==> src/rtl/assert_macros.svh <==
// ---------------------------------------------------------------------------
// Assertion macros
// Shared concurrent assertion wrappers. Define ASSERT_OFF to compile them out.
// ---------------------------------------------------------------------------
`ifndef ASSERT_MACROS_SVH
`define ASSERT_MACROS_SVH

`ifndef ASSERT_OFF
// Property that must hold at every clock edge outside reset.
`define AST_ALWAYS(lbl, clk, rst_n, prop, msg) \
  lbl: assert property (@(posedge clk) disable iff (!rst_n) (prop)) else $error(msg);
// Property whose consequent must hold in the same cycle as the antecedent.
`define AST_IMPLIES(lbl, clk, rst_n, ante, cons, msg) \
  lbl: assert property (@(posedge clk) disable iff (!rst_n) (ante) |-> (cons)) else $error(msg);
`else
`define AST_ALWAYS(lbl, clk, rst_n, prop, msg)
`define AST_IMPLIES(lbl, clk, rst_n, ante, cons, msg)
`endif

`endif

==> src/rtl/cpms_pkg.sv <==
// ---------------------------------------------------------------------------
// cpms_pkg
// Types, codes and helper functions shared by the claw pose motion sequencer.
// ---------------------------------------------------------------------------
package cpms_pkg;

  // Action slots per plan; one request produces at most five actions.
  localparam int unsigned MaxOps = 6;
  // Depth of the queue between front and back.
  localparam int unsigned OpQueueDepth = 4;

  localparam logic [7:0]  MaxAngle     = 8'd180;
  localparam logic [10:0] ClosePauseMs = 11'd100;

  // Pose codes, bottom to top.
  localparam logic [2:0] POSE_BOT_OPEN   = 3'd0;
  localparam logic [2:0] POSE_BOT_MID    = 3'd1;
  localparam logic [2:0] POSE_BOT_CLOSED = 3'd2;
  localparam logic [2:0] POSE_SIDE       = 3'd3;
  localparam logic [2:0] POSE_TOP_CLOSED = 3'd4;
  localparam logic [2:0] POSE_TOP_OPEN   = 3'd5;

  // Configuration register indexes.
  localparam logic [2:0] REG_CLOSE_OPEN  = 3'd0;
  localparam logic [2:0] REG_CLOSE_MID   = 3'd1;
  localparam logic [2:0] REG_CLOSE_FIRST = 3'd2;
  localparam logic [2:0] REG_CLOSE_FINAL = 3'd3;
  localparam logic [2:0] REG_LIFT_DOWN   = 3'd4;
  localparam logic [2:0] REG_LIFT_SIDE   = 3'd5;
  localparam logic [2:0] REG_LIFT_UP     = 3'd6;
  localparam logic [2:0] REG_SETTLE      = 3'd7;

  localparam logic SEL_GRIP = 1'b0;
  localparam logic SEL_LIFT = 1'b1;

  typedef enum logic [1:0] {
    ACT_ATTACH = 2'd0,
    ACT_DETACH = 2'd1,
    ACT_RAMP   = 2'd2,
    ACT_SET    = 2'd3
  } action_t;

  // Where an action's target angle comes from.
  typedef enum logic [2:0] {
    SRC_NONE  = 3'd0,
    SRC_OPEN  = 3'd1,
    SRC_MID   = 3'd2,
    SRC_FIRST = 3'd3,
    SRC_FINAL = 3'd4,
    SRC_DOWN  = 3'd5,
    SRC_SIDE  = 3'd6,
    SRC_UP    = 3'd7
  } src_t;

  // Pause that follows an action.
  typedef enum logic [1:0] {
    DW_ZERO   = 2'd0,
    DW_PAUSE  = 2'd1,
    DW_SETTLE = 2'd2,
    DW_DOUBLE = 2'd3
  } dwell_t;

  // One classified action, as passed from front to back.
  typedef struct packed {
    action_t act;
    src_t    src;
    dwell_t  dwell;
    logic    last;
  } op_t;

  // The run of actions for one request.
  typedef struct packed {
    logic [2:0]             cnt;
    op_t [MaxOps-1:0]       ops;
  } plan_t;

  // Configuration register file.
  typedef struct packed {
    logic [7:0] close_open;
    logic [7:0] close_mid;
    logic [7:0] close_first;
    logic [7:0] close_final;
    logic [7:0] lift_down;
    logic [7:0] lift_side;
    logic [7:0] lift_up;
    logic [9:0] settle_ms;
  } cfg_t;

  // One result transaction.
  typedef struct packed {
    action_t     action;
    logic        servo_sel;
    logic [7:0]  angle;
    logic [9:0]  ramp_ms;
    logic [10:0] dwell_ms;
    logic        last_of_run;
  } res_t;

  // Servos clamp commands above full travel.
  function automatic logic [7:0] sat180(input logic [7:0] a);
    sat180 = (a > MaxAngle) ? MaxAngle : a;
  endfunction

  function automatic logic src_is_lift(input src_t s);
    src_is_lift = (s == SRC_DOWN) || (s == SRC_SIDE) || (s == SRC_UP);
  endfunction

endpackage

==> src/rtl/cpms_front.sv <==
// ---------------------------------------------------------------------------
// cpms_front
// Accepts pose requests, classifies them into runs of actions and, while the
// action queue has room, hands it one action per cycle. Tracks current pose.
// ---------------------------------------------------------------------------
module cpms_front (
  input  logic             clk,
  input  logic             rst_n,
  input  logic             push,
  output logic             full,
  input  logic [2:0]       in_target_pose,
  input  logic             in_force_req,
  output logic             q_push,
  output cpms_pkg::op_t    q_op,
  input  logic             q_full
);

  // Builds one action descriptor.
  function automatic cpms_pkg::op_t mk_op(input cpms_pkg::action_t act,
                                          input cpms_pkg::src_t src,
                                          input cpms_pkg::dwell_t dw);
    cpms_pkg::op_t o;
    o.act   = act;
    o.src   = src;
    o.dwell = dw;
    o.last  = 1'b0;
    mk_op   = o;
  endfunction

  // Works out the run of actions that moves from pose c to pose t.
  function automatic cpms_pkg::plan_t build_plan(input logic [2:0] c,
                                                 input logic [2:0] t,
                                                 input logic force_req);
    cpms_pkg::plan_t p;
    logic [2:0]      n;
    logic            done;
    p    = '0;
    n    = 3'd0;
    done = 1'b0;
    if (t > cpms_pkg::POSE_TOP_OPEN) begin
      done = 1'b1;
    end else if (t == c) begin
      if (force_req) begin
        // Re-apply the current pose: attach, set jaws, move lift.
        p.ops[n] = mk_op(cpms_pkg::ACT_ATTACH, cpms_pkg::SRC_NONE, cpms_pkg::DW_ZERO);
        n = n + 3'd1;
        if (t == cpms_pkg::POSE_BOT_OPEN || t == cpms_pkg::POSE_TOP_OPEN) begin
          p.ops[n] = mk_op(cpms_pkg::ACT_SET, cpms_pkg::SRC_OPEN, cpms_pkg::DW_ZERO);
        end else if (t == cpms_pkg::POSE_BOT_MID) begin
          p.ops[n] = mk_op(cpms_pkg::ACT_SET, cpms_pkg::SRC_MID, cpms_pkg::DW_ZERO);
        end else begin
          p.ops[n] = mk_op(cpms_pkg::ACT_SET, cpms_pkg::SRC_FINAL, cpms_pkg::DW_ZERO);
        end
        n = n + 3'd1;
        if (t == cpms_pkg::POSE_BOT_OPEN) begin
          p.ops[n] = mk_op(cpms_pkg::ACT_RAMP, cpms_pkg::SRC_DOWN, cpms_pkg::DW_SETTLE);
          n = n + 3'd1;
          // The extra settle pause lands on the detach.
          p.ops[n] = mk_op(cpms_pkg::ACT_DETACH, cpms_pkg::SRC_NONE, cpms_pkg::DW_SETTLE);
        end else if (t <= cpms_pkg::POSE_BOT_CLOSED) begin
          p.ops[n] = mk_op(cpms_pkg::ACT_RAMP, cpms_pkg::SRC_DOWN, cpms_pkg::DW_DOUBLE);
        end else if (t == cpms_pkg::POSE_SIDE) begin
          p.ops[n] = mk_op(cpms_pkg::ACT_RAMP, cpms_pkg::SRC_SIDE, cpms_pkg::DW_DOUBLE);
        end else begin
          p.ops[n] = mk_op(cpms_pkg::ACT_RAMP, cpms_pkg::SRC_UP, cpms_pkg::DW_DOUBLE);
        end
        n = n + 3'd1;
      end
    end else if (t > c) begin
      // Moving upwards.
      if (c == cpms_pkg::POSE_BOT_OPEN) begin
        p.ops[n] = mk_op(cpms_pkg::ACT_ATTACH, cpms_pkg::SRC_NONE, cpms_pkg::DW_ZERO);
        n = n + 3'd1;
        if (t == cpms_pkg::POSE_BOT_MID) begin
          p.ops[n] = mk_op(cpms_pkg::ACT_RAMP, cpms_pkg::SRC_MID, cpms_pkg::DW_SETTLE);
          n = n + 3'd1;
          done = 1'b1;
        end
      end
      if (!done && c <= cpms_pkg::POSE_BOT_MID) begin
        p.ops[n] = mk_op(cpms_pkg::ACT_RAMP, cpms_pkg::SRC_FIRST, cpms_pkg::DW_PAUSE);
        n = n + 3'd1;
        p.ops[n] = mk_op(cpms_pkg::ACT_SET, cpms_pkg::SRC_FINAL, cpms_pkg::DW_SETTLE);
        n = n + 3'd1;
        if (t == cpms_pkg::POSE_BOT_CLOSED) begin
          done = 1'b1;
        end
      end
      if (!done && c <= cpms_pkg::POSE_BOT_CLOSED && t == cpms_pkg::POSE_SIDE) begin
        p.ops[n] = mk_op(cpms_pkg::ACT_RAMP, cpms_pkg::SRC_SIDE, cpms_pkg::DW_SETTLE);
        n = n + 3'd1;
        done = 1'b1;
      end
      if (!done && c <= cpms_pkg::POSE_SIDE) begin
        p.ops[n] = mk_op(cpms_pkg::ACT_RAMP, cpms_pkg::SRC_UP, cpms_pkg::DW_SETTLE);
        n = n + 3'd1;
        if (t == cpms_pkg::POSE_TOP_CLOSED) begin
          done = 1'b1;
        end
      end
      if (!done) begin
        p.ops[n] = mk_op(cpms_pkg::ACT_RAMP, cpms_pkg::SRC_OPEN, cpms_pkg::DW_SETTLE);
        n = n + 3'd1;
      end
    end else begin
      // Moving downwards.
      if (c == cpms_pkg::POSE_TOP_OPEN) begin
        p.ops[n] = mk_op(cpms_pkg::ACT_RAMP, cpms_pkg::SRC_FIRST, cpms_pkg::DW_PAUSE);
        n = n + 3'd1;
        p.ops[n] = mk_op(cpms_pkg::ACT_SET, cpms_pkg::SRC_FINAL, cpms_pkg::DW_SETTLE);
        n = n + 3'd1;
        if (t == cpms_pkg::POSE_TOP_CLOSED) begin
          done = 1'b1;
        end
      end
      if (!done && c >= cpms_pkg::POSE_TOP_CLOSED && t == cpms_pkg::POSE_SIDE) begin
        p.ops[n] = mk_op(cpms_pkg::ACT_RAMP, cpms_pkg::SRC_SIDE, cpms_pkg::DW_SETTLE);
        n = n + 3'd1;
        done = 1'b1;
      end
      if (!done && c >= cpms_pkg::POSE_SIDE) begin
        p.ops[n] = mk_op(cpms_pkg::ACT_RAMP, cpms_pkg::SRC_DOWN, cpms_pkg::DW_SETTLE);
        n = n + 3'd1;
        if (t == cpms_pkg::POSE_BOT_CLOSED) begin
          done = 1'b1;
        end
      end
      if (!done && c >= cpms_pkg::POSE_BOT_CLOSED && t == cpms_pkg::POSE_BOT_MID) begin
        p.ops[n] = mk_op(cpms_pkg::ACT_RAMP, cpms_pkg::SRC_MID, cpms_pkg::DW_SETTLE);
        n = n + 3'd1;
        done = 1'b1;
      end
      if (!done) begin
        p.ops[n] = mk_op(cpms_pkg::ACT_RAMP, cpms_pkg::SRC_OPEN, cpms_pkg::DW_SETTLE);
        n = n + 3'd1;
        p.ops[n] = mk_op(cpms_pkg::ACT_DETACH, cpms_pkg::SRC_NONE, cpms_pkg::DW_ZERO);
        n = n + 3'd1;
      end
    end
    p.cnt      = n;
    build_plan = p;
  endfunction

  logic            busy_r, busy_nxt;
  logic [2:0]      pose_r, pose_nxt;
  logic [2:0]      idx_r, idx_nxt;
  cpms_pkg::plan_t plan_r, plan_nxt;
  cpms_pkg::plan_t new_plan;
  logic            accept;
  logic            op_fire;
  logic            last_fire;

  // Classification of the incoming request.
  assign new_plan = build_plan(pose_r, in_target_pose, in_force_req);

  // Hand-off of one action per cycle to the queue while it is not full.
  assign op_fire   = busy_r && !q_full;
  assign last_fire = op_fire && (idx_r == (plan_r.cnt - 3'd1));
  assign full      = busy_r && !last_fire;
  assign accept    = push && !full;
  assign q_push    = busy_r;

  always_comb begin
    q_op      = plan_r.ops[idx_r];
    q_op.last = (idx_r == (plan_r.cnt - 3'd1));
  end

  // Request sequencing.
  always_comb begin
    busy_nxt = busy_r;
    pose_nxt = pose_r;
    idx_nxt  = idx_r;
    plan_nxt = plan_r;
    if (accept) begin
      plan_nxt = new_plan;
      idx_nxt  = 3'd0;
      busy_nxt = (new_plan.cnt != 3'd0);
      if (in_target_pose <= cpms_pkg::POSE_TOP_OPEN) begin
        pose_nxt = in_target_pose;
      end
    end else if (last_fire) begin
      busy_nxt = 1'b0;
    end else if (op_fire) begin
      idx_nxt = idx_r + 3'd1;
    end
  end

  always_ff @(posedge clk) begin
    if (!rst_n) begin
      busy_r <= 1'b0;
      pose_r <= cpms_pkg::POSE_TOP_OPEN;
      idx_r  <= 3'd0;
    end else begin
      busy_r <= busy_nxt;
      pose_r <= pose_nxt;
      idx_r  <= idx_nxt;
    end
  end

  always_ff @(posedge clk) begin
    plan_r <= plan_nxt;
  end

endmodule

==> src/rtl/cpms_op_queue.sv <==
// ---------------------------------------------------------------------------
// cpms_op_queue
// Short first-in first-out queue of classified actions between front and back.
// ---------------------------------------------------------------------------
module cpms_op_queue (
  input  logic          clk,
  input  logic          rst_n,
  input  logic          wr_en,
  input  cpms_pkg::op_t wr_op,
  output logic          q_full,
  input  logic          rd_en,
  output cpms_pkg::op_t rd_op,
  output logic          q_empty
);

  localparam int unsigned PtrW = $clog2(cpms_pkg::OpQueueDepth);

  cpms_pkg::op_t       mem_r [cpms_pkg::OpQueueDepth];
  logic [PtrW-1:0]     wr_ptr_r, wr_ptr_nxt;
  logic [PtrW-1:0]     rd_ptr_r, rd_ptr_nxt;
  logic [PtrW:0]       cnt_r, cnt_nxt;
  logic                do_wr;
  logic                do_rd;

  assign q_full  = (cnt_r == (PtrW+1)'(cpms_pkg::OpQueueDepth));
  assign q_empty = (cnt_r == '0);
  assign do_wr   = wr_en && !q_full;
  assign do_rd   = rd_en && !q_empty;
  assign rd_op   = mem_r[rd_ptr_r];

  // Pointer and occupancy update.
  always_comb begin
    wr_ptr_nxt = do_wr ? wr_ptr_r + 1'b1 : wr_ptr_r;
    rd_ptr_nxt = do_rd ? rd_ptr_r + 1'b1 : rd_ptr_r;
    cnt_nxt    = cnt_r;
    if (do_wr && !do_rd) begin
      cnt_nxt = cnt_r + 1'b1;
    end else if (do_rd && !do_wr) begin
      cnt_nxt = cnt_r - 1'b1;
    end
  end

  always_ff @(posedge clk) begin
    if (!rst_n) begin
      wr_ptr_r <= '0;
      rd_ptr_r <= '0;
      cnt_r    <= '0;
    end else begin
      wr_ptr_r <= wr_ptr_nxt;
      rd_ptr_r <= rd_ptr_nxt;
      cnt_r    <= cnt_nxt;
    end
  end

  // Storage.
  always_ff @(posedge clk) begin
    if (do_wr) begin
      mem_r[wr_ptr_r] <= wr_op;
    end
  end

endmodule

==> src/rtl/cpms_back.sv <==
// ---------------------------------------------------------------------------
// cpms_back
// Carries out queued actions: resolves angles, ramp times and pauses, tracks
// the last commanded servo angles and buffers results for the receiver.
// ---------------------------------------------------------------------------
module cpms_back (
  input  logic           clk,
  input  logic           rst_n,
  input  cpms_pkg::cfg_t cfg,
  input  logic           q_empty,
  input  cpms_pkg::op_t  q_op,
  output logic           q_pop,
  output logic           empty,
  input  logic           pop,
  output cpms_pkg::res_t res
);

  cpms_pkg::res_t buf_r [2];
  logic           wr_ptr_r, rd_ptr_r;
  logic [1:0]     cnt_r, cnt_nxt;
  logic [7:0]     grip_r, grip_nxt;
  logic [7:0]     lift_r, lift_nxt;
  logic           res_pop;
  logic           is_lift;
  logic [7:0]     raw_angle;
  logic [7:0]     tgt;
  logic [7:0]     prev;
  logic [7:0]     delta;
  logic [10:0]    dwell;
  cpms_pkg::res_t new_res;

  // Result buffer status; a slot frees up when the receiver pops this cycle.
  assign empty   = (cnt_r == 2'd0);
  assign res_pop = pop && !empty;
  assign q_pop   = !q_empty && ((cnt_r != 2'd2) || res_pop);
  assign res     = buf_r[rd_ptr_r];

  // Target angle from the configuration registers.
  always_comb begin
    case (q_op.src)
      cpms_pkg::SRC_OPEN:  raw_angle = cfg.close_open;
      cpms_pkg::SRC_MID:   raw_angle = cfg.close_mid;
      cpms_pkg::SRC_FIRST: raw_angle = cfg.close_first;
      cpms_pkg::SRC_FINAL: raw_angle = cfg.close_final;
      cpms_pkg::SRC_DOWN:  raw_angle = cfg.lift_down;
      cpms_pkg::SRC_SIDE:  raw_angle = cfg.lift_side;
      cpms_pkg::SRC_UP:    raw_angle = cfg.lift_up;
      default:             raw_angle = 8'd0;
    endcase
  end

  // Pause after the action.
  always_comb begin
    case (q_op.dwell)
      cpms_pkg::DW_ZERO:   dwell = 11'd0;
      cpms_pkg::DW_PAUSE:  dwell = cpms_pkg::ClosePauseMs;
      cpms_pkg::DW_SETTLE: dwell = {1'b0, cfg.settle_ms};
      cpms_pkg::DW_DOUBLE: dwell = {cfg.settle_ms, 1'b0};
      default:             dwell = 11'd0;
    endcase
  end

  assign is_lift = cpms_pkg::src_is_lift(q_op.src);
  assign tgt     = cpms_pkg::sat180(raw_angle);
  assign prev    = is_lift ? lift_r : grip_r;
  assign delta   = (prev > tgt) ? (prev - tgt) : (tgt - prev);

  // Result fields and servo angle tracking.
  always_comb begin
    new_res             = '0;
    new_res.action      = q_op.act;
    new_res.dwell_ms    = dwell;
    new_res.last_of_run = q_op.last;
    grip_nxt            = grip_r;
    lift_nxt            = lift_r;
    if (q_op.act == cpms_pkg::ACT_RAMP || q_op.act == cpms_pkg::ACT_SET) begin
      new_res.servo_sel = is_lift ? cpms_pkg::SEL_LIFT : cpms_pkg::SEL_GRIP;
      new_res.angle     = tgt;
      if (q_op.act == cpms_pkg::ACT_RAMP) begin
        new_res.ramp_ms = {delta, 2'b00};
      end
      if (q_pop) begin
        if (is_lift) begin
          lift_nxt = tgt;
        end else begin
          grip_nxt = tgt;
        end
      end
    end
  end

  always_comb begin
    cnt_nxt = cnt_r;
    if (q_pop && !res_pop) begin
      cnt_nxt = cnt_r + 2'd1;
    end else if (res_pop && !q_pop) begin
      cnt_nxt = cnt_r - 2'd1;
    end
  end

  always_ff @(posedge clk) begin
    if (!rst_n) begin
      cnt_r    <= 2'd0;
      wr_ptr_r <= 1'b0;
      rd_ptr_r <= 1'b0;
      grip_r   <= 8'd90;
      lift_r   <= 8'd90;
    end else begin
      cnt_r    <= cnt_nxt;
      wr_ptr_r <= q_pop ? ~wr_ptr_r : wr_ptr_r;
      rd_ptr_r <= res_pop ? ~rd_ptr_r : rd_ptr_r;
      grip_r   <= grip_nxt;
      lift_r   <= lift_nxt;
    end
  end

  // Result storage.
  always_ff @(posedge clk) begin
    if (q_pop) begin
      buf_r[wr_ptr_r] <= new_res;
    end
  end

endmodule

==> src/rtl/claw_pose_motion_sequencer_unit.sv <==
// ---------------------------------------------------------------------------
// claw_pose_motion_sequencer_unit
// Turns pose requests for a two-servo gripper into runs of servo actions.
// ---------------------------------------------------------------------------
// Usage:
//   Input channel: a pose request (target pose, force flag) is taken on a
//   clock edge with push high and full low. Output channel: while empty is
//   low the oldest action is on the out_ ports; pop high takes it.
//   A request yields zero to five actions; out_last_of_run marks the final
//   one. A request for the current pose without force, or an invalid pose,
//   yields nothing.
//   Each action is registered in the action queue, then the result buffer,
//   before it reaches the out_ ports. The front hands one action per cycle to
//   the queue while it has room; full stays high until a request's last action
//   goes, and the next request can be taken in that cycle. With pop high the
//   back delivers one action per cycle while the queue is not empty. The user
//   writes the configuration registers through cfg_wr_en, cfg_index and
//   cfg_wdata only while the block is idle; the block does not enforce it.
//   Reset: current pose is top open, both servo angles 90, registers at
//   their defaults, all queues empty. When the receiver stalls, the result
//   buffer and the action queue fill and full then holds off new requests.
// ---------------------------------------------------------------------------
`include "assert_macros.svh"

module claw_pose_motion_sequencer_unit (
  input  logic        clk,
  input  logic        rst_n,
  input  logic        push,
  output logic        full,
  input  logic [2:0]  in_target_pose,
  input  logic        in_force_req,
  output logic        empty,
  input  logic        pop,
  output logic [1:0]  out_action,
  output logic        out_servo_sel,
  output logic [7:0]  out_angle,
  output logic [9:0]  out_ramp_ms,
  output logic [10:0] out_dwell_ms,
  output logic        out_last_of_run,
  input  logic        cfg_wr_en,
  input  logic [2:0]  cfg_index,
  input  logic [9:0]  cfg_wdata
);

  cpms_pkg::cfg_t cfg_r, cfg_nxt;
  cpms_pkg::op_t  fq_op;
  cpms_pkg::op_t  qb_op;
  cpms_pkg::res_t res;
  logic           fq_push;
  logic           fq_full;
  logic           qb_pop;
  logic           qb_empty;

  // Configuration register writes.
  always_comb begin
    cfg_nxt = cfg_r;
    if (cfg_wr_en) begin
      case (cfg_index)
        cpms_pkg::REG_CLOSE_OPEN:  cfg_nxt.close_open  = cfg_wdata[7:0];
        cpms_pkg::REG_CLOSE_MID:   cfg_nxt.close_mid   = cfg_wdata[7:0];
        cpms_pkg::REG_CLOSE_FIRST: cfg_nxt.close_first = cfg_wdata[7:0];
        cpms_pkg::REG_CLOSE_FINAL: cfg_nxt.close_final = cfg_wdata[7:0];
        cpms_pkg::REG_LIFT_DOWN:   cfg_nxt.lift_down   = cfg_wdata[7:0];
        cpms_pkg::REG_LIFT_SIDE:   cfg_nxt.lift_side   = cfg_wdata[7:0];
        cpms_pkg::REG_LIFT_UP:     cfg_nxt.lift_up     = cfg_wdata[7:0];
        cpms_pkg::REG_SETTLE:      cfg_nxt.settle_ms   = cfg_wdata;
        default:                   cfg_nxt             = cfg_r;
      endcase
    end
  end

  always_ff @(posedge clk) begin
    if (!rst_n) begin
      cfg_r.close_open  <= 8'd0;
      cfg_r.close_mid   <= 8'd45;
      cfg_r.close_first <= 8'd150;
      cfg_r.close_final <= 8'd170;
      cfg_r.lift_down   <= 8'd0;
      cfg_r.lift_side   <= 8'd90;
      cfg_r.lift_up     <= 8'd180;
      cfg_r.settle_ms   <= 10'd200;
    end else begin
      cfg_r <= cfg_nxt;
    end
  end

  // Front: request classification.
  cpms_front u_front (
    .clk            (clk),
    .rst_n          (rst_n),
    .push           (push),
    .full           (full),
    .in_target_pose (in_target_pose),
    .in_force_req   (in_force_req),
    .q_push         (fq_push),
    .q_op           (fq_op),
    .q_full         (fq_full)
  );

  // Action queue between front and back.
  cpms_op_queue u_queue (
    .clk     (clk),
    .rst_n   (rst_n),
    .wr_en   (fq_push),
    .wr_op   (fq_op),
    .q_full  (fq_full),
    .rd_en   (qb_pop),
    .rd_op   (qb_op),
    .q_empty (qb_empty)
  );

  // Back: action execution and result buffering.
  cpms_back u_back (
    .clk     (clk),
    .rst_n   (rst_n),
    .cfg     (cfg_r),
    .q_empty (qb_empty),
    .q_op    (qb_op),
    .q_pop   (qb_pop),
    .empty   (empty),
    .pop     (pop),
    .res     (res)
  );

  assign out_action      = res.action;
  assign out_servo_sel   = res.servo_sel;
  assign out_angle       = res.angle;
  assign out_ramp_ms     = res.ramp_ms;
  assign out_dwell_ms    = res.dwell_ms;
  assign out_last_of_run = res.last_of_run;

  // Attach and detach transactions carry no angle, ramp time or servo select.
  `AST_ALWAYS(a_attach_clean, clk, rst_n, empty || (out_action == cpms_pkg::ACT_RAMP) || (out_action == cpms_pkg::ACT_SET) || (out_angle == 8'd0 && out_ramp_ms == 10'd0 && !out_servo_sel), "attach or detach with payload")
  // Immediate sets never report a ramp time.
  `AST_ALWAYS(a_set_no_ramp, clk, rst_n, empty || (out_action != cpms_pkg::ACT_SET) || (out_ramp_ms == 10'd0), "set with ramp time")
  // Angles are saturated and ramp times follow from them.
  `AST_ALWAYS(a_angle_range, clk, rst_n, empty || (out_angle <= cpms_pkg::MaxAngle && out_ramp_ms <= 10'd720), "angle or ramp time out of range")
  // The back only takes an action that the queue holds.
  `AST_ALWAYS(a_queue_pop, clk, rst_n, !qb_pop || !qb_empty, "action taken from empty queue")

endmodule
==> config.mk <==
export PLATFORM = sky130hd
export DESIGN_NAME = claw_pose_motion_sequencer_unit
export DESIGN_NICKNAME = d
export VERILOG_FILES = /design/src/rtl/cpms_pkg.sv /design/src/rtl/cpms_front.sv /design/src/rtl/cpms_op_queue.sv /design/src/rtl/cpms_back.sv /design/src/rtl/claw_pose_motion_sequencer_unit.sv
export VERILOG_INCLUDE_DIRS = /design/src /design/src/rtl
export SDC_FILE = /design/constraint.sdc
export NUM_CORES = 1
export LEC_CHECK = 0
export BUFFER_PORTS_ARGS = -buffer_cell sky130_fd_sc_hd__buf_2
export CORE_ASPECT_RATIO = 1.1
export CORE_MARGIN = 2
export CORE_UTILIZATION = 40
export DETAILED_ROUTE_END_ITERATION = 12
export PLACE_DENSITY = 0.6
export RECOVER_POWER = 50
export SYNTH_ARGS = -nofsm -noshare
export SYNTH_HDL_FRONTEND = slang
export SYNTH_SLANG_ARGS = --single-unit
==> constraint.sdc <==
create_clock -name clk -period 6.2 [get_ports clk]
set_clock_uncertainty 0.2 [all_clocks]
set_input_delay 0.62 -clock clk [delete_from_list [all_inputs] [get_ports clk]]
set_output_delay 0.62 -clock clk [all_outputs]
set_load 0.03 [all_outputs]
Word-level counts from Yosys, hierarchy flattened
Memories as Yosys holds them, arrays and structs flattened. A register that Yosys moved wholly into a read port is not among the register bits.
Cells that the tools add are included.

cells by class
  add/sub/neg operators = 21
  multiply operators = 0
  div/mod/pow operators = 0
  magnitude comparators = 33
  equal/unequal tests = 29
  shifts and indexed selects = 0
  multiplexer cells = 168
  bitwise logic cells = 35
  reduce and logical (&&, ||, !) cells = 74

operators with widths
  operator               number
  $mux W48               27
  $demux W8 S3           10
  $mux W8                18
  $mux W16               8
  $mux W3                42
  $not A24 Y24           5
  $and A30 B30 Y30       3
  $not A30 Y30           3
  $and A24 B24 Y24       3
  $or A24 B24 Y24        3
  $mux W32               2
  $pmux W8 S7            1
  $or A18 B18 Y18        3
  $and A8 B24 Y24        2
  $or A8 B24 Y24         2
  $mux W1                47
  $lt A3 B4 Y1 const B   11
  $pmux W11 S4           1
  $and A42 B42 Y42       1
  $not A42 Y42           1
  $add A3 B1 Y3 const B  13
  $eq A3 B3 Y1 const B   12
  $ge A3 B1 Y1 const B   10
  $logic_and A1 B1 Y1    30
  other kinds (40)       102

word-level totals
  flip-flop bits (word level) = 151
  bits in latches = 0
  memory bits (writable) = 98
  memory bits (read-only) = 0
  input port bits = 22
  output and inout port bits = 35
  logic and storage cells = 406
  memories kept = 2

memories
  name           words  width  rd ports  clocked after memory_dff  write ports  RTL line             text
  u_back.buf_r   2      33     1         1                         1            cpms_back.sv:18      cpms_pkg::res_t buf_r [2];
  u_queue.mem_r  4      8      1         1                         1            cpms_op_queue.sv:18  cpms_pkg::op_t mem_r [cpms_pkg::OpQueueDepth];

Longest topological paths before layout
  word-level depth = 36
  mapped depth = 21
  mapped depth without buffers = 17

Hierarchy
Synthesis repeated with hierarchy kept, for this count alone.

unflattened totals
  cell total of the unflattened synthesis = 1152
  area, all modules = 12804.8 um^2

modules (own cells, without submodules)
  module                           instances  cells an instance  area each (um^2)  seq. area each (um^2)
  cpms_back                        1          406                4817.1            2282.2
  cpms_front                       1          409                3774.9            1371.3
  claw_pose_motion_sequencer_unit  1          247                2573.7            1321.3
  cpms_op_queue                    1          90                 1639.1            1141.1

Least setup slack after synthesis
No wires, ideal clock.

  path type = register -> register
  start point = reg (tool-made name)
  end point = mem u_back.buf_r[0][21] in the netlist's numbering (data pin)
  library setup time = 0.270 ns
  arrival = 4.405 ns
  required time = 5.730 ns
  setup slack = 1.325 ns
  stages on the path, launching flop included = 19
  path buffers = 4
  period minus slack after synthesis = 4.875 ns
  cell sequence = dfxtp_1 buf_6 mux4_2 buf_6 mux2_4 o2bb2ai_2 o21ai_1 nand2_1 or3_1 buf_2 ha_1 a21oi_1 a21oi_1 o21a_1 clkbuf_1 mux2_2 a221o_1 nor3_1 nor3_1

RTL lines
  what           RTL line
  end, declared  cpms_back.sv:18

==> key figures <==
STA
  – RSZ-0062 raised after global routing: false
  – Fin crit share: 0.9028
  – Max Transition Viols Final: 170
  – Worst-margin pin slew: 4.112 ns
  – Setup TNS Final: 0 ns
  – Final setup viols: 0
  – Hold Fails Final Rpt: 0
  – Fmax: 0.1786 GHz
  – Period minus WS final: 5.598 ns
  – Slew HR: -1.742

Final layout
  – Diodes inserted: 0
  – Share of layout cells above drive strength 1: 0.1357
  – Final std cells w/o fill: 1674
  – Synth-to-Final Area Change: 10.77%
  – Most frequent cells in the layout: nand2_1, edfxtp_1, dfxtp_1, nor2_1, nand3_1
  – Final Net Count: 1305
  – Layout fillers: 2908
  – Most common cell after layout, fill and taps aside: nand2_1

Logic synthesis
  – Syn. warnings: 0
  – Area fraction in and, or, nand and nor cells after synthesis: 0.1670
  – Compound-Gate Fraction of Synth Area: 0.1333
  – Synth Instances: 1215
  – Share of synthesized area spent on multiplexers: 0.1014
  – Async set-reset flop share out of synthesis: 0
  – Avg Cell Area, Syn: 10.18 um^2
  – Largest family of logic cells by synthesized area: simple AND/OR/NAND/NOR gates
  – Synth Cell Area: 12360 um^2
  – Post-synthesis adder-cell area fraction: 0.04331
  – Post-synth top flop: edfxtp_1
  – Seq cells post-synth: 238
  – Number of synthesized flops with an enable pin: 135
  – Post-synthesis xor/xnor area fraction: 0.01741
  – Cell variety after synth: 80
  – Post-synthesis sequential area ratio: 0.4946

Power and ir drop
  – PwrDens: 480.8 nW/um^2
  – Switching pwr: 2526 uW
  – Int Pwr: 4060 uW
  – Sequential fraction of design power: 0.347
  – Leak pwr: 0.005263 uW
  – Clock power frac: 0.212
  – Max IR drop VDD: 0.2418 mV
  – Switching portion of total power: 0.3835
  – Combinational power share: 0.441

Clock tree
  – Max clock buf depth: 3
  – Post-CTS Hold Fix Bufs: 0
  – Clock sink count: 238
  – PostCTS Resize Cnt: 0
  – Clk_lat worst skew: 0.51 ns
  – Clock-pin transition on the worst setup and hold timing paths: 0.06 ns
  – Post-CTS Setup Inserts: 0
  – CTS root buffer: clkbuf_16
  – CTS HTree Levels: 1
  – TritonCTS clock tree: yes
  – Num CTS Buffers: 25

Worst hold path
  – Min-Delay Path Depth: 3
  – Worst hold path startpoint: cfg_wdata[9]
  – Worst hold path class: in -> reg
  – Hold Crit Endpoint: cfg_r[9]$_SDFFE_PN0P_

Critical path
  – Critical path class: reg -> reg
  – FF-to-FF path depth: 14
  – Crit. End Element: register
  – Cell family with most CP delay: compound AO/OA/AOI/OAI gates
  – Crit path DAT: 5.72 ns
  – Worst EP required: 6.33 ns
  – CP Max Fanout: 26
  – Crit-path slowest cell: mux4_2
  – RR Endpoint: u_back.buf_r[0][21]$_DFFE_PP_
  – Most used cell, CP: a21oi_1
  – Crit. path cell count: 14
  – Reg-to-reg slack, setup: 0.60 ns
  – Crit start category: register
  – Crit path largest cell delay: 0.83 ns
  – Buffers plus inverters on the worst setup path: 0
  – Critical path cell sequence: mux4_2, nor2b_1, a221o_1, a21oi_1, nor3_1, or3_1, ha_1, a21oi_1, a21oi_1, o21a_1, mux2_2, a221o_1, o21a_1, nor3_1

Drt
  – Total wire length: 29160 um
  – Routed len/inst: 17.42 um
  – Post-route DRC violation count: 0
  – DRT iter0 DRCs: 583
  – Routed Antenna Nets: 0
  – First-pass DRT Iterations: 5
  – Vias after detailed routing: 8913
  – Vias per std cell: 5.324

Placement
  – Gpl congestion: 0.9444
  – Post-DP HPWL: 21150 um
  – Port buffer count: 54
  – Placed Instances: 1629

Global routing
  – Total track usage: 0.1805
  – Antenna violations before repair: 0
  – Largest net degree at the start of global routing: 105
  – Vias in the first global route: 8764
  – Total global routing overflow: 0
  – First-pass GRT wire length: 46920 um

Floorplan
  – Die height: 188.4 um
  – Starting Density: 0.4063
  – Core ar.: 30430 um^2
  – Die extent in x: 171.6 um
  – Die area: 32330 um^2
  – Core Rows: 67
  – Num ports: 57

Outcome
  – Failing checks: capacitance limit, slew limit
  – Status: finished with violations

Job
  – Max-cap viol count: 3
-- registers in the layout, summed over array words and instances (netlist names), named ones only --
| signal | flops |
|---|---|
| u_back.grip_r | 8 |
| u_front.q_push | 1 |
| u_front.pose_r | 3 |
| u_back.cnt_r | 2 |
| u_back.lift_r | 8 |
| u_back.buf_r | 62 |
| u_front.plan_r | 41 |
| u_back.wr_ptr_r | 1 |
| cfg_r | 66 |
| u_front.idx_r | 3 |
| u_back.rd_ptr_r | 1 |
| u_queue.cnt_r | 3 |
| u_queue.mem_r | 32 |
| u_queue.wr_ptr_r | 2 |
| u_queue.rd_ptr_r | 2 |
-- cells in the mapped netlist (all sizes together) (11+ instances only) --
library cell	n	area share
nand2	193	0.059
edfxtp	135	0.33
dfxtp	103	0.17
nor2	75	0.023
nand3	56	0.023
inv	55	0.017
a21boi	48	0.029
clkbuf	47	0.014
mux2	45	0.041
mux2i	45	0.036
a21oi	43	0.017
o21ai	40	0.016
ha	38	0.038
buf	24	0.011
and2	22	0.011
nor3	22	0.0089
nor2b	17	0.0086
mux4	13	0.024
o211ai	12	0.0081
xnor2	12	0.0085
nand2b	11	0.0056
nor3b	11	0.0067
-- metal layers --
metal | track usage | wire [um] | part of all wire
met1 | 0.2230 | 12230 | 0.42
met2 | 0.3250 | 14810 | 0.51
met3 | 0.01932 | 1189 | 0.041
met4 | 0.06128 | 922 | 0.032
met5 | 0 | 0 | 0
-- power by group through the flow --
stage	Sequential [uW]	Combinational, uW	Clock (uW)
4_1_cts	2280	2940	1430
3_5_place_dp	2310	2930	0
2_1_floorplan	2270	2300	0
6_report	2280	2910	1400
3_3_place_gp	2290	2910	0
5_1_grt	2320	3230	1510
-- how the worst max path moves through the flow --
stage                                                to  slack (ns)
after global placement    u_back.buf_r[0][21]$_DFFE_PP_        0.79
after floorplan           u_back.buf_r[0][21]$_DFFE_PP_        1.32
after detailed placement  u_back.buf_r[0][21]$_DFFE_PP_        0.64
after global routing      u_back.buf_r[0][21]$_DFFE_PP_        0.13
after CTS                 u_back.buf_r[0][21]$_DFFE_PP_        0.61
final                     u_back.buf_r[0][21]$_DFFE_PP_        0.60
-- through the flow --
step / utilization / worst slack, ns / hold WS [ns] / power, uW / area (um^2)
2_1_floorplan: - / 1.325 / 0.2325 / 4563 / 12380
3_3_place_gp: 0.4256 / 0.7949 / 0.2525 / 5207 / 12950
3_5_place_dp: 0.4256 / 0.6403 / 0.2601 / 5239 / 12950
4_1_cts: 0.4506 / 0.6123 / 0.1568 / 6657 / 13710
5_1_grt: 0.4501 / 0.1331 / 0.1822 / 7054 / 13700
6_report: 0.4501 / 0.6024 / 0.1746 / 6586 / 13700
-- layout make-up --
| class | instances | area, um^2 | area share |
|---|---|---|---|
| clock buffer | 33 | 675.6 | 0.04933 |
| inverter | 55 | 206.4 | 0.01507 |
| multi-input combinational | 855 | 5742 | 0.4192 |
| sequential | 238 | 6116 | 0.4466 |
| tap | 414 | 518.0 | 0.03782 |
| timing repair buffer | 67 | 351.6 | 0.02567 |
| clock inverter | 12 | 86.33 | 0.006304 |
-- cells by family after synthesis --
kind of cell,count (synthesis)
buf+inv,126
mux,103
fa+ha+maj,41
simple gates,445
other cells,2
flops,238
compound gates,237
xor+xnor,23
-- worst min-delay path, cell delays in order --
cell and delay [ns]:
buf_2 0.10, nand2_1 0.04, a21boi_0 0.06
Note: power is estimated with default switching activity, not from simulation.
